$ cat src/design/nrlp_pkg.sv
// Package for the number range list parser.
// Holds value widths, character codes, error codes, the parser phase type and
// the state and result structs. Depends on nothing.
package nrlp_pkg;

    localparam int VALUE_BITS = 16;
    localparam int OUT_BITS   = 16;
    localparam int POS_BITS   = 16;
    localparam int CODE_BITS  = 3;
    localparam int CHAR_BITS  = 8;

    localparam logic [VALUE_BITS-1:0] VALUE_MAX = '1;
    localparam logic [POS_BITS-1:0]   POS_MAX   = '1;

    localparam logic [CHAR_BITS-1:0] CH_NUL     = 8'h00;
    localparam logic [CHAR_BITS-1:0] CH_NEWLINE = 8'h0A;
    localparam logic [CHAR_BITS-1:0] CH_COMMA   = 8'h2C;
    localparam logic [CHAR_BITS-1:0] CH_DASH    = 8'h2D;
    localparam logic [CHAR_BITS-1:0] CH_ZERO    = 8'h30;
    localparam logic [CHAR_BITS-1:0] CH_NINE    = 8'h39;

    localparam logic [CODE_BITS-1:0] ERR_OK          = 3'd0;
    localparam logic [CODE_BITS-1:0] ERR_NEED_DIGIT  = 3'd1;
    localparam logic [CODE_BITS-1:0] ERR_BAD_NUMBER  = 3'd2;
    localparam logic [CODE_BITS-1:0] ERR_SECOND_DASH = 3'd3;
    localparam logic [CODE_BITS-1:0] ERR_BAD_INTERVAL = 3'd4;

    typedef enum logic [4:0] {
        PH_BEGIN_NUMBER   = 5'b00001,
        PH_NUMBER         = 5'b00010,
        PH_BEGIN_INTERVAL = 5'b00100,
        PH_INTERVAL       = 5'b01000,
        PH_HALTED         = 5'b10000
    } t_phase;

    typedef struct packed {
        t_phase                phase;
        logic [VALUE_BITS-1:0] acc;
        logic [VALUE_BITS-1:0] start;
        logic [POS_BITS-1:0]   pos;
    } t_parse_state;

    typedef struct packed {
        logic [OUT_BITS-1:0]  range_low;
        logic [OUT_BITS-1:0]  range_high;
        logic [CODE_BITS-1:0] error_code;
        logic [POS_BITS-1:0]  error_position;
    } t_result;

    function automatic logic [OUT_BITS-1:0] to_out(input logic [VALUE_BITS-1:0] v);
        logic [VALUE_BITS+OUT_BITS-1:0] ext;
        ext = {{OUT_BITS{1'b0}}, v};
        return ext[OUT_BITS-1:0];
    endfunction

endpackage

$ cat src/design/number_range_list_parser.sv
// Top level of the number range list parser: parse state registers, step
// logic and the result register. Depends on nrlp_pkg and nrlp_step.
//
//   channel   valid        ready        payload
//   input     i_in_valid   o_in_ready   i_char_code
//   output    o_out_valid  i_out_ready  o_range_low, o_range_high,
//                                       o_error_code, o_error_position
//
// One character per cycle; a result appears in the cycle after the word that
// closes an entry or raises an error. The only limit is the result register:
// input stalls only while a result sits there and the output is stalled.
// Synchronous active-low reset returns to the start of a number, counters
// cleared. After an error record every word is taken and dropped until reset.
module number_range_list_parser (
    input  logic                              i_clk,
    input  logic                              i_rst_n,
    input  logic                              i_in_valid,
    output logic                              o_in_ready,
    input  logic [nrlp_pkg::CHAR_BITS-1:0]    i_char_code,
    output logic                              o_out_valid,
    input  logic                              i_out_ready,
    output logic [nrlp_pkg::OUT_BITS-1:0]     o_range_low,
    output logic [nrlp_pkg::OUT_BITS-1:0]     o_range_high,
    output logic [nrlp_pkg::CODE_BITS-1:0]    o_error_code,
    output logic [nrlp_pkg::POS_BITS-1:0]     o_error_position
);

    nrlp_pkg::t_parse_state r_state;
    nrlp_pkg::t_parse_state n_state;
    nrlp_pkg::t_result      r_out;
    nrlp_pkg::t_result      n_out;
    logic                   r_out_valid;
    logic                   step_emit;
    logic                   in_fire;

    nrlp_step u_step (
        .i_state  (r_state),
        .i_char   (i_char_code),
        .o_state  (n_state),
        .o_emit   (step_emit),
        .o_result (n_out)
    );

    assign o_in_ready = !r_out_valid || i_out_ready;
    assign in_fire    = i_in_valid && o_in_ready;

    always_ff @(posedge i_clk) begin
        if (!i_rst_n) begin
            r_state.phase <= nrlp_pkg::PH_BEGIN_NUMBER;
            r_state.acc   <= '0;
            r_state.start <= '0;
            r_state.pos   <= '0;
            r_out_valid   <= 1'b0;
        end else begin
            if (in_fire) begin
                r_state <= n_state;
            end
            if (in_fire) begin
                r_out_valid <= step_emit;
            end else if (i_out_ready) begin
                r_out_valid <= 1'b0;
            end
        end
    end

    always_ff @(posedge i_clk) begin
        if (in_fire && step_emit) begin
            r_out <= n_out;
        end
    end

    assign o_out_valid      = r_out_valid;
    assign o_range_low      = r_out.range_low;
    assign o_range_high     = r_out.range_high;
    assign o_error_code     = r_out.error_code;
    assign o_error_position = r_out.error_position;

endmodule

$ cat src/design/nrlp_step.sv
// Per-character next-state and result logic of the range list parser.
// Pure combinational; depends on nrlp_pkg.
module nrlp_step (
    input  nrlp_pkg::t_parse_state            i_state,
    input  logic [nrlp_pkg::CHAR_BITS-1:0]    i_char,
    output nrlp_pkg::t_parse_state            o_state,
    output logic                              o_emit,
    output nrlp_pkg::t_result                 o_result
);

    logic                               is_digit;
    logic                               is_term;
    logic                               is_eol;
    logic [nrlp_pkg::CHAR_BITS-1:0]     digit;
    logic [nrlp_pkg::VALUE_BITS+3:0]    acc_ext;
    logic [nrlp_pkg::VALUE_BITS+3:0]    acc_x10;
    logic [nrlp_pkg::VALUE_BITS-1:0]    acc_push;
    logic [nrlp_pkg::VALUE_BITS-1:0]    digit_val;
    logic [nrlp_pkg::POS_BITS-1:0]      pos_next;

    assign is_eol   = (i_char == nrlp_pkg::CH_NEWLINE) || (i_char == nrlp_pkg::CH_NUL);
    assign is_term  = is_eol || (i_char == nrlp_pkg::CH_COMMA);
    assign is_digit = (i_char >= nrlp_pkg::CH_ZERO) && (i_char <= nrlp_pkg::CH_NINE);
    assign digit    = i_char - nrlp_pkg::CH_ZERO;

    // digit is 0..9 here, 4 bits suffice
    assign digit_val = nrlp_pkg::VALUE_BITS'(digit[3:0]);
    assign acc_ext   = {4'b0000, i_state.acc};
    assign acc_x10   = (acc_ext << 3) + (acc_ext << 1) + {{nrlp_pkg::VALUE_BITS{1'b0}}, digit[3:0]};
    assign acc_push  = (acc_x10[nrlp_pkg::VALUE_BITS+3:nrlp_pkg::VALUE_BITS] != 4'b0000)
                     ? nrlp_pkg::VALUE_MAX : acc_x10[nrlp_pkg::VALUE_BITS-1:0];

    assign pos_next = (!is_eol && (i_state.pos != nrlp_pkg::POS_MAX))
                    ? i_state.pos + 1'b1 : i_state.pos;

    always_comb begin
        o_state  = i_state;
        o_emit   = 1'b0;
        o_result = '0;
        if (i_state.phase != nrlp_pkg::PH_HALTED) begin
            o_state.pos = pos_next;
        end
        o_result.error_position = pos_next;
        unique case (i_state.phase)
            nrlp_pkg::PH_BEGIN_NUMBER: begin
                if (is_digit) begin
                    o_state.acc   = digit_val;
                    o_state.phase = nrlp_pkg::PH_NUMBER;
                end else if (!is_eol) begin
                    o_emit                = 1'b1;
                    o_result.error_code   = nrlp_pkg::ERR_NEED_DIGIT;
                    o_state.phase         = nrlp_pkg::PH_HALTED;
                end
            end
            nrlp_pkg::PH_NUMBER: begin
                if (is_digit) begin
                    o_state.acc = acc_push;
                end else if (is_term) begin
                    o_emit                  = 1'b1;
                    o_result.range_low      = nrlp_pkg::to_out(i_state.acc);
                    o_result.range_high     = nrlp_pkg::to_out(i_state.acc);
                    o_result.error_position = '0;
                    o_state.phase           = nrlp_pkg::PH_BEGIN_NUMBER;
                end else if (i_char == nrlp_pkg::CH_DASH) begin
                    o_state.start = i_state.acc;
                    o_state.phase = nrlp_pkg::PH_BEGIN_INTERVAL;
                end else begin
                    o_emit              = 1'b1;
                    o_result.error_code = nrlp_pkg::ERR_BAD_NUMBER;
                    o_state.phase       = nrlp_pkg::PH_HALTED;
                end
            end
            nrlp_pkg::PH_BEGIN_INTERVAL: begin
                if (is_digit) begin
                    o_state.acc   = digit_val;
                    o_state.phase = nrlp_pkg::PH_INTERVAL;
                end else begin
                    o_emit              = 1'b1;
                    o_result.error_code = nrlp_pkg::ERR_NEED_DIGIT;
                    o_state.phase       = nrlp_pkg::PH_HALTED;
                end
            end
            nrlp_pkg::PH_INTERVAL: begin
                if (is_digit) begin
                    o_state.acc = acc_push;
                end else if (is_term) begin
                    o_emit                  = 1'b1;
                    o_result.range_low      = nrlp_pkg::to_out(i_state.start);
                    o_result.range_high     = nrlp_pkg::to_out(i_state.acc);
                    o_result.error_position = '0;
                    o_state.phase           = nrlp_pkg::PH_BEGIN_NUMBER;
                end else begin
                    o_emit              = 1'b1;
                    o_result.error_code = (i_char == nrlp_pkg::CH_DASH)
                                        ? nrlp_pkg::ERR_SECOND_DASH
                                        : nrlp_pkg::ERR_BAD_INTERVAL;
                    o_state.phase       = nrlp_pkg::PH_HALTED;
                end
            end
            nrlp_pkg::PH_HALTED: begin
                o_state = i_state;
            end
            default: begin
                o_state.phase = nrlp_pkg::PH_HALTED;
            end
        endcase
    end

endmodule

$ cat config.mk
export PLATFORM = sky130hd
export DESIGN_NAME = number_range_list_parser
export DESIGN_NICKNAME = d
export VERILOG_FILES = /design/src/design/nrlp_pkg.sv /design/src/design/number_range_list_parser.sv /design/src/design/nrlp_step.sv
export SDC_FILE = /design/constraint.sdc
export NUM_CORES = 1
export LEC_CHECK = 0
export BUFFER_PORTS_ARGS = -buffer_cell sky130_fd_sc_hd__clkbuf_2
export CORE_MARGIN = 3
export CORE_UTILIZATION = 30
export DETAILED_ROUTE_END_ITERATION = 12
export PLACE_DENSITY_LB_ADDON = 0.25
export SKIP_LAST_GASP = 1
export SLEW_MARGIN = 20
export SYNTH_ARGS = -nofsm -noshare
export SYNTH_HDL_FRONTEND = slang
export SYNTH_SLANG_ARGS = --single-unit
$ cat constraint.sdc
create_clock -name i_clk -period 4.3 [get_ports i_clk]
set_input_delay 1.29 -clock i_clk [delete_from_list [all_inputs] [get_ports i_clk]]
set_output_delay 1.29 -clock i_clk [all_outputs]
set_load 0.02 [all_outputs]
==> results of run 1 <==
cells by family (layout without fill, tap and decap cells):
group	Yosys count	count (layout)	synth area share [%]
flops	105	105	44.1
xor+xnor	33	33	4.88
fa+ha+maj	34	34	7.44
simple gates	221	221	20.4
compound gates	141	141	16.5
mux	20	20	3.38
buf+inv	43	111	3.25
placed cells by master, fill, tap and decap left out, drive strengths merged, types with 10 or more instances in the layout:
| cell type | instances |
|---|---|
| clkbuf | 76 |
| nand3 | 18 |
| inv | 13 |
| and2 | 32 |
| nor2b | 23 |
| a21oi | 33 |
| ha | 32 |
| nor3 | 11 |
| nor2 | 42 |
| dfxtp | 54 |
| buf | 19 |
| mux2i | 20 |
| a21boi | 13 |
| xnor2 | 21 |
| a22o | 16 |
| nand2 | 38 |
| edfxtp | 51 |
| xor2 | 12 |
| or3 | 17 |
| nand4 | 10 |
| o21ai | 30 |
report_power, final:
part           switching [mW]  internal, mW
Sequential             0.0157          1.09
Combinational           0.109        0.0536
Clock                   0.352         0.488
Total                   0.477          1.63
cell type report:
type                       count  area [µm²]
timing repair buffer          83         463
sequential                   105        2610
clock inverter                 4        50.0
fill                        1927       12100
clock buffer                  12         258
inverter                      12        45.0
multi-input combinational    449        3130
tap                          260         325
worst min path at each step:
| stage | startpoint | cells past startpoint | endpoint |
|---|---|---|---|
| floorplan | r_state[1] | 2 | r_state[1] |
| global placement | r_state[28] | 2 | r_state[28] |
| detailed placement | r_state[29] | 2 | r_state[29] |
| CTS | r_state[1] | 2 | r_state[1] |
| global route | r_state[31] | 2 | r_state[31] |
| finish | r_state[1] | 2 | r_state[1] |
metal layers:
layer | global-route usage [%] | wire length (µm) | vias to the layer above
met2 | 21.9 | 6420 | 79
met3 | 1.89 | 500 | 8
met5 | 0 | 0 | -
met1 | 17.8 | 6710 | 2179
met4 | 3.29 | 143 | 0
li1 | - | - | 2315
worst max-delay path, cell delays in order:
cell and delay [ps]:
sky130_fd_sc_hd__clkbuf_2 110, sky130_fd_sc_hd__fa_1 570, sky130_fd_sc_hd__inv_1 60, sky130_fd_sc_hd__fa_1 450
sky130_fd_sc_hd__nor2b_1 250, sky130_fd_sc_hd__o31ai_4 90, sky130_fd_sc_hd__a2111oi_2 370, sky130_fd_sc_hd__o21a_1 160
sky130_fd_sc_hd__o2111ai_1 200, sky130_fd_sc_hd__buf_4 230, sky130_fd_sc_hd__o31ai_1 270, sky130_fd_sc_hd__a21boi_1 100
flip-flops by register name, summed over array words and instances, names as in the netlist:
signal and cells:
r_state 53, o_range_high 16, o_out_valid 1, o_error_position 16, o_error_code 3, o_range_low 16
stage by stage:
step | utilization (%) | setup slack [ps]
6_report | 36.2 | 369
5_1_grt | 36.2 | 153
4_1_cts | 36.2 | 361
3_5_place_dp | 34.6 | 19.5
3_3_place_gp | 34.6 | 95.8
2_1_floorplan | - | 384
==> impl_summary.txt, run 1 <==
----------------------------------------------------
[Synth]
  Fraction of synthesis flops using an asynchronous set or reset pin ... 0%
  Sequential cell area fraction in the yosys report ... 44.1%
  Post-synthesis cell type with the largest combined area ... sky130_fd_sc_hd__edfxtp_1
  Most used standard cell by instance count after synthesis ... sky130_fd_sc_hd__dfxtp_1
  Primary flip-flop cell chosen by synthesis mapping ... sky130_fd_sc_hd__dfxtp_1
  Post-synth top area share ... 25.9%
  Leading cell types by count after synthesis ... sky130_fd_sc_hd__dfxtp_1, sky130_fd_sc_hd__edfxtp_1, sky130_fd_sc_hd__nor2_1, sky130_fd_sc_hd__nand2_1
  Yosys warns ... 0
  Count of cell types in the netlist ... 62
  Synthesized area ... 5920 µm²
  Post-Syn Nets ... 643
  Average size of a mapped cell ... 9.92 µm²
  Number of enable flip-flop cells after synthesis ... 51
  Largest cells by area after synthesis ... sky130_fd_sc_hd__edfxtp_1, sky130_fd_sc_hd__dfxtp_1, sky130_fd_sc_hd__ha_1
  Flop and latch count out of synthesis ... 105
  Instance count of the mapped netlist ... 597

[Global route]
  Global-route wire length before repair ... 23400 µm
  Number of global-route vias before repair ... 4492
  Gr ovfl total ... 0
  Pin count of the biggest net entering global routing ... 56
  Initial antenna violation count ... 0
  Overall routing resource usage ... 13.1%

[Worst setup path]
  RR Endpoint ... r_state[41]
  Element type at the critical path start ... input pin
  Endpoint class of the critical path ... flop
  Crit Path Max Fanout ... 10
  Critical Setup Path Class ... input pin to flop
  Worst R2R Path Depth ... 11
  WP data required ... 4520 ps
  Worst setup slack for register-to-register paths ... 1030 ps
  Termination of the worst setup path ... r_state[41]
  Data arrival time of the critical path ... 4150 ps
  R2R Path Start ... r_state[32]
  Crit path launch ... i_char_code[3]

[Clocking]
  Clock latency reported for the late side of the worst-skew pair ... 340 ps
  Hold buffer count at cts ... 0
  TritonCTS clock tree ... built
  Number of instances resized during post-cts repair ... 0
  Clock sink total ... 105
  Maximum level of the CTS H-tree ... 3
  TritonCTS Buffers ... 9
  Number of buffers added for setup after CTS ... 0
  Clock Path Buffers ... 2
  Clock Root Buffer ... sky130_fd_sc_hd__clkbuf_16
  Clk pin slew, worst setup/hold paths ... 70 ps

[Timing]
  Worst Skew ... 11.8 ps
  Count of final hold-check violations ... 0
  RSZ-0062 raised after global routing ... no
  Max-slew headroom at the worst pin ... 37.4%
  Achievable clock frequency ... 254 MHz
  Final worst path period need ... 3930 ps
  Final Max Slew Viols ... 0
  Final Setup Violations ... 0
  Setup TNS ... 0 ps
  Min Hold Slack ... 518 ps
  Final worst-path cycle share ... 91.4%
  Slew at the pin closest to its max-slew limit ... 939 ps

[Routing]
  Number of detailed-route iterations in the first pass ... 4
  Routed WL ... 13800 µm
  Via/cell ratio ... 4.95
  Wirelength per Cell ... 14.9 µm
  # DRC ... 0
  Vias post-DR ... 4581
  Number of routed nets with antenna violations ... 0
  DRT iter0 DRCs ... 290

[Pwr]
  Pwr dens ... 305 nW/µm²
  Worst VDD drop ... 0.000178 V
  Overall power ... 2.10 mW
  LEAKAGE ... 2.66 nW

[Finish]
  Antenna cell count ... 0
  Non-filler instance count after layout ... 925
  Nets@finish ... 706
  P&R area growth vs syn ... 16.3%
  Summed area of non-filler cells in the final layout ... 6890 µm²
  Fraction of final layout cells with drive strength greater than 1 ... 17.0%

[Placement]
  Buffers on Ports ... 64
  Hpwl dp ... 10200 µm
  Instance area at placement ... 6580 µm²
  GPL Wtd Cong ... 0.870
  Placed cell count ... 909

[Floorplan]
  Ports ... 65
  Starting utilization of the core area ... 31.1%
  Core footprint ... 19000 µm²
  Width of the chip ... 147 µm
  Row cnt ... 50
  Height of the chip ... 147 µm
  Die Outline Area ... 21500 µm²

[Status]
  Run status ... finished clean

[Job]
  Max-cap violations ... 0

[Min path]
  Class of the tightest hold or removal check ... flop to flop

----------------------------------------------------
(Power assumes the default switching activity.)
==> run 2: changes to the inputs <==
==> constraint.sdc (replaced) <==
create_clock -name i_clk -period 4.3 [get_ports i_clk]
set_input_delay 0.86 -clock i_clk [delete_from_list [all_inputs] [get_ports i_clk]]
set_output_delay 0.86 -clock i_clk [all_outputs]
set_load 0.02 [all_outputs]
==> impl_summary.txt, run 2 (synthesized netlist as in run 1, its figures left out) <==
----------------------------------------------------
[Status]
  Run status ... finished clean

[Routing]
  # DRC ... 0 (unchanged)
  DRT iter0 DRCs ... 212 (-27%)
  Number of routed nets with antenna violations ... 0 (unchanged)
  Number of detailed-route iterations in the first pass ... 4 (unchanged)
  Via/cell ratio ... 5.01 (+1.2%)
  Wirelength per Cell ... 14.7 µm (-1.6%)
  Routed WL ... 13400 µm (-2.6%)
  Vias post-DR ... 4590 (+0.20%)

[Min path]
  Class of the tightest hold or removal check ... flop to flop

[Clocking]
  Number of instances resized during post-cts repair ... 0 (unchanged)
  Clock latency reported for the late side of the worst-skew pair ... 350 ps (about the same)
  Hold buffer count at cts ... 0 (unchanged)
  Maximum level of the CTS H-tree ... 3 (unchanged)
  Clock sink total ... 105 (unchanged)
  Clk pin slew, worst setup/hold paths ... 60 ps (about the same)
  Number of buffers added for setup after CTS ... 0 (unchanged)
  TritonCTS Buffers ... 9 (unchanged)
  Clock Root Buffer ... sky130_fd_sc_hd__clkbuf_16
  TritonCTS clock tree ... built
  Clock Path Buffers ... 2 (unchanged)

[Timing]
  Max-slew headroom at the worst pin ... 37.8% (+0.39 points)
  Final Max Slew Viols ... 0 (unchanged)
  RSZ-0062 raised after global routing ... no
  Setup TNS ... 0 ps (unchanged)
  Count of final hold-check violations ... 0 (unchanged)
  Final worst-path cycle share ... 86.5% (-4.9 points)
  Worst Skew ... 10.9 ps (-0.883 ps)
  Minimum setup slack in the final design ... 581 ps (+211 ps)
  Final worst path period need ... 3720 ps (-211 ps)
  Achievable clock frequency ... 269 MHz (+5.7%)
  Slew at the pin closest to its max-slew limit ... 933 ps (-5.81 ps)
  Final Setup Violations ... 0 (unchanged)

[Finish]
  P&R area growth vs syn ... 15.8%
  Non-filler instance count after layout ... 916 (-0.97%)
  Flip-flop count of the largest register, all copies and words added ... 53 (unchanged)
  Fraction of final layout cells with drive strength greater than 1 ... 16.2% (-0.83 points)
  Nets@finish ... 697 (-1.3%)
  Largest reg by FF count ... r_state
  Fill cell count ... 1901 (-1.3%)
  Most frequent cells in the layout ... sky130_fd_sc_hd__clkbuf_2, sky130_fd_sc_hd__dfxtp_1, sky130_fd_sc_hd__edfxtp_1, sky130_fd_sc_hd__nor2_1, sky130_fd_sc_hd__nand2_1
  Most frequent standard cell in the layout excluding fill and tap cells ... sky130_fd_sc_hd__clkbuf_2
  Antenna cell count ... 0 (unchanged)

[Worst setup path]
  Worst setup slack for register-to-register paths ... 790 ps (-240 ps)
  Data arrival time of the critical path ... 3950 ps (-200 ps)
  Element type at the critical path start ... input pin
  Critical Setup Path Class ... input pin to flop
  Endpoint class of the critical path ... flop
  Crit Path Max Fanout ... 7 (-3)
  WP data required ... 4530 ps (about the same)

[Global route]
  Pin count of the biggest net entering global routing ... 56 (unchanged)
  Initial antenna violation count ... 0 (unchanged)
  Global-route wire length before repair ... 22300 µm (-5.0%)
  Number of global-route vias before repair ... 4395 (-2.2%)
  Overall routing resource usage ... 12.4% (-0.65 points)
  Gr ovfl total ... 0 (unchanged)

[Floorplan]
  Height of the chip ... 147 µm (unchanged)
  Row cnt ... 50 (unchanged)
  Starting utilization of the core area ... 31.1% (unchanged)
  Width of the chip ... 147 µm (unchanged)
  Die Outline Area ... 21500 µm² (unchanged)
  Core footprint ... 19000 µm² (unchanged)
  Ports ... 65 (unchanged)

[Placement]
  Hpwl dp ... 9800 µm (-4.2%)
  Buffers on Ports ... 64 (unchanged)
  Placed cell count ... 900 (-0.99%)
  GPL Wtd Cong ... 0.808 (-7.2%)
  Post-place setup slack ... 226 ps (+207 ps)

[Pwr]
  Overall power ... 2.19 mW (+3.9%)
  Pwr dens ... 319 nW/µm² (+4.4%)
  Worst VDD drop ... 0.000184 V (+3.5%)
  LEAKAGE ... 2.64 nW (-0.86%)

[Job]
  Max-cap violations ... 0 (unchanged)

----------------------------------------------------
-- run 2: changes by cell type in the layout (fill, tap and decap cells not counted), sizes merged --
cell,delta
clkbuf,-1
bufinv,+1
buf,-9
-- run 2: worst max-delay path, stage by stage --
cell and delay, ps:
sky130_fd_sc_hd__clkbuf_2 110, sky130_fd_sc_hd__fa_1 560, sky130_fd_sc_hd__inv_1 60, sky130_fd_sc_hd__fa_1 450, sky130_fd_sc_hd__nor2b_1 270, sky130_fd_sc_hd__o31ai_4 120, sky130_fd_sc_hd__a2111oi_2 390, sky130_fd_sc_hd__o21a_1 150
sky130_fd_sc_hd__o2111ai_1 340, sky130_fd_sc_hd__buf_4 290, sky130_fd_sc_hd__o31ai_1 240, sky130_fd_sc_hd__a21boi_1 100
-- run 2: metrics by stage --
stage / area, µm² / util (%) / hold slack [ps]
after floorplan: 5920 / - / 481
after global placement: 6510 / 34.2 / 496
after detailed placement: 6510 / 34.2 / 505
after CTS: 6860 / 36.1 / 526
after global routing: 6860 / 36.1 / 548
final: 6860 / 36.1 / 523
-- run 2: final cells by class --
cell class	count	area (µm²)	share of cell area [%]
sequential	105	2610	38.1
tap	260	325	4.74
clock inverter	5	82.6	1.20
multi-input combinational	449	3130	45.7
inverter	12	45.0	0.657
clock buffer	11	264	3.85
timing repair buffer	74	395	5.77
-- run 2: worst paths after layout --
path	startpoint	end	cells after the start
setup / recovery	i_char_code[3]	r_state[41]	12
hold / removal	r_state[30]	r_state[30]	2
setup reg to reg	r_state[34]	r_state[41]	11
hold reg to reg	r_state[30]	r_state[30]	2
-- run 2: power by group --
part | switching [mW] | internal, mW
logic | 0.109 | 0.0510
clock network | 0.362 | 0.563
registers | 0.0151 | 1.09
-- run 2: layer usage --
metal	global-route usage, %	vias to the layer above	wire length, µm
li1	-	2303	-
met1	16.2	2194	6380
met2	21.3	84	6430
met3	1.49	9	452
met4	4.42	0	161
met5	0	-	0
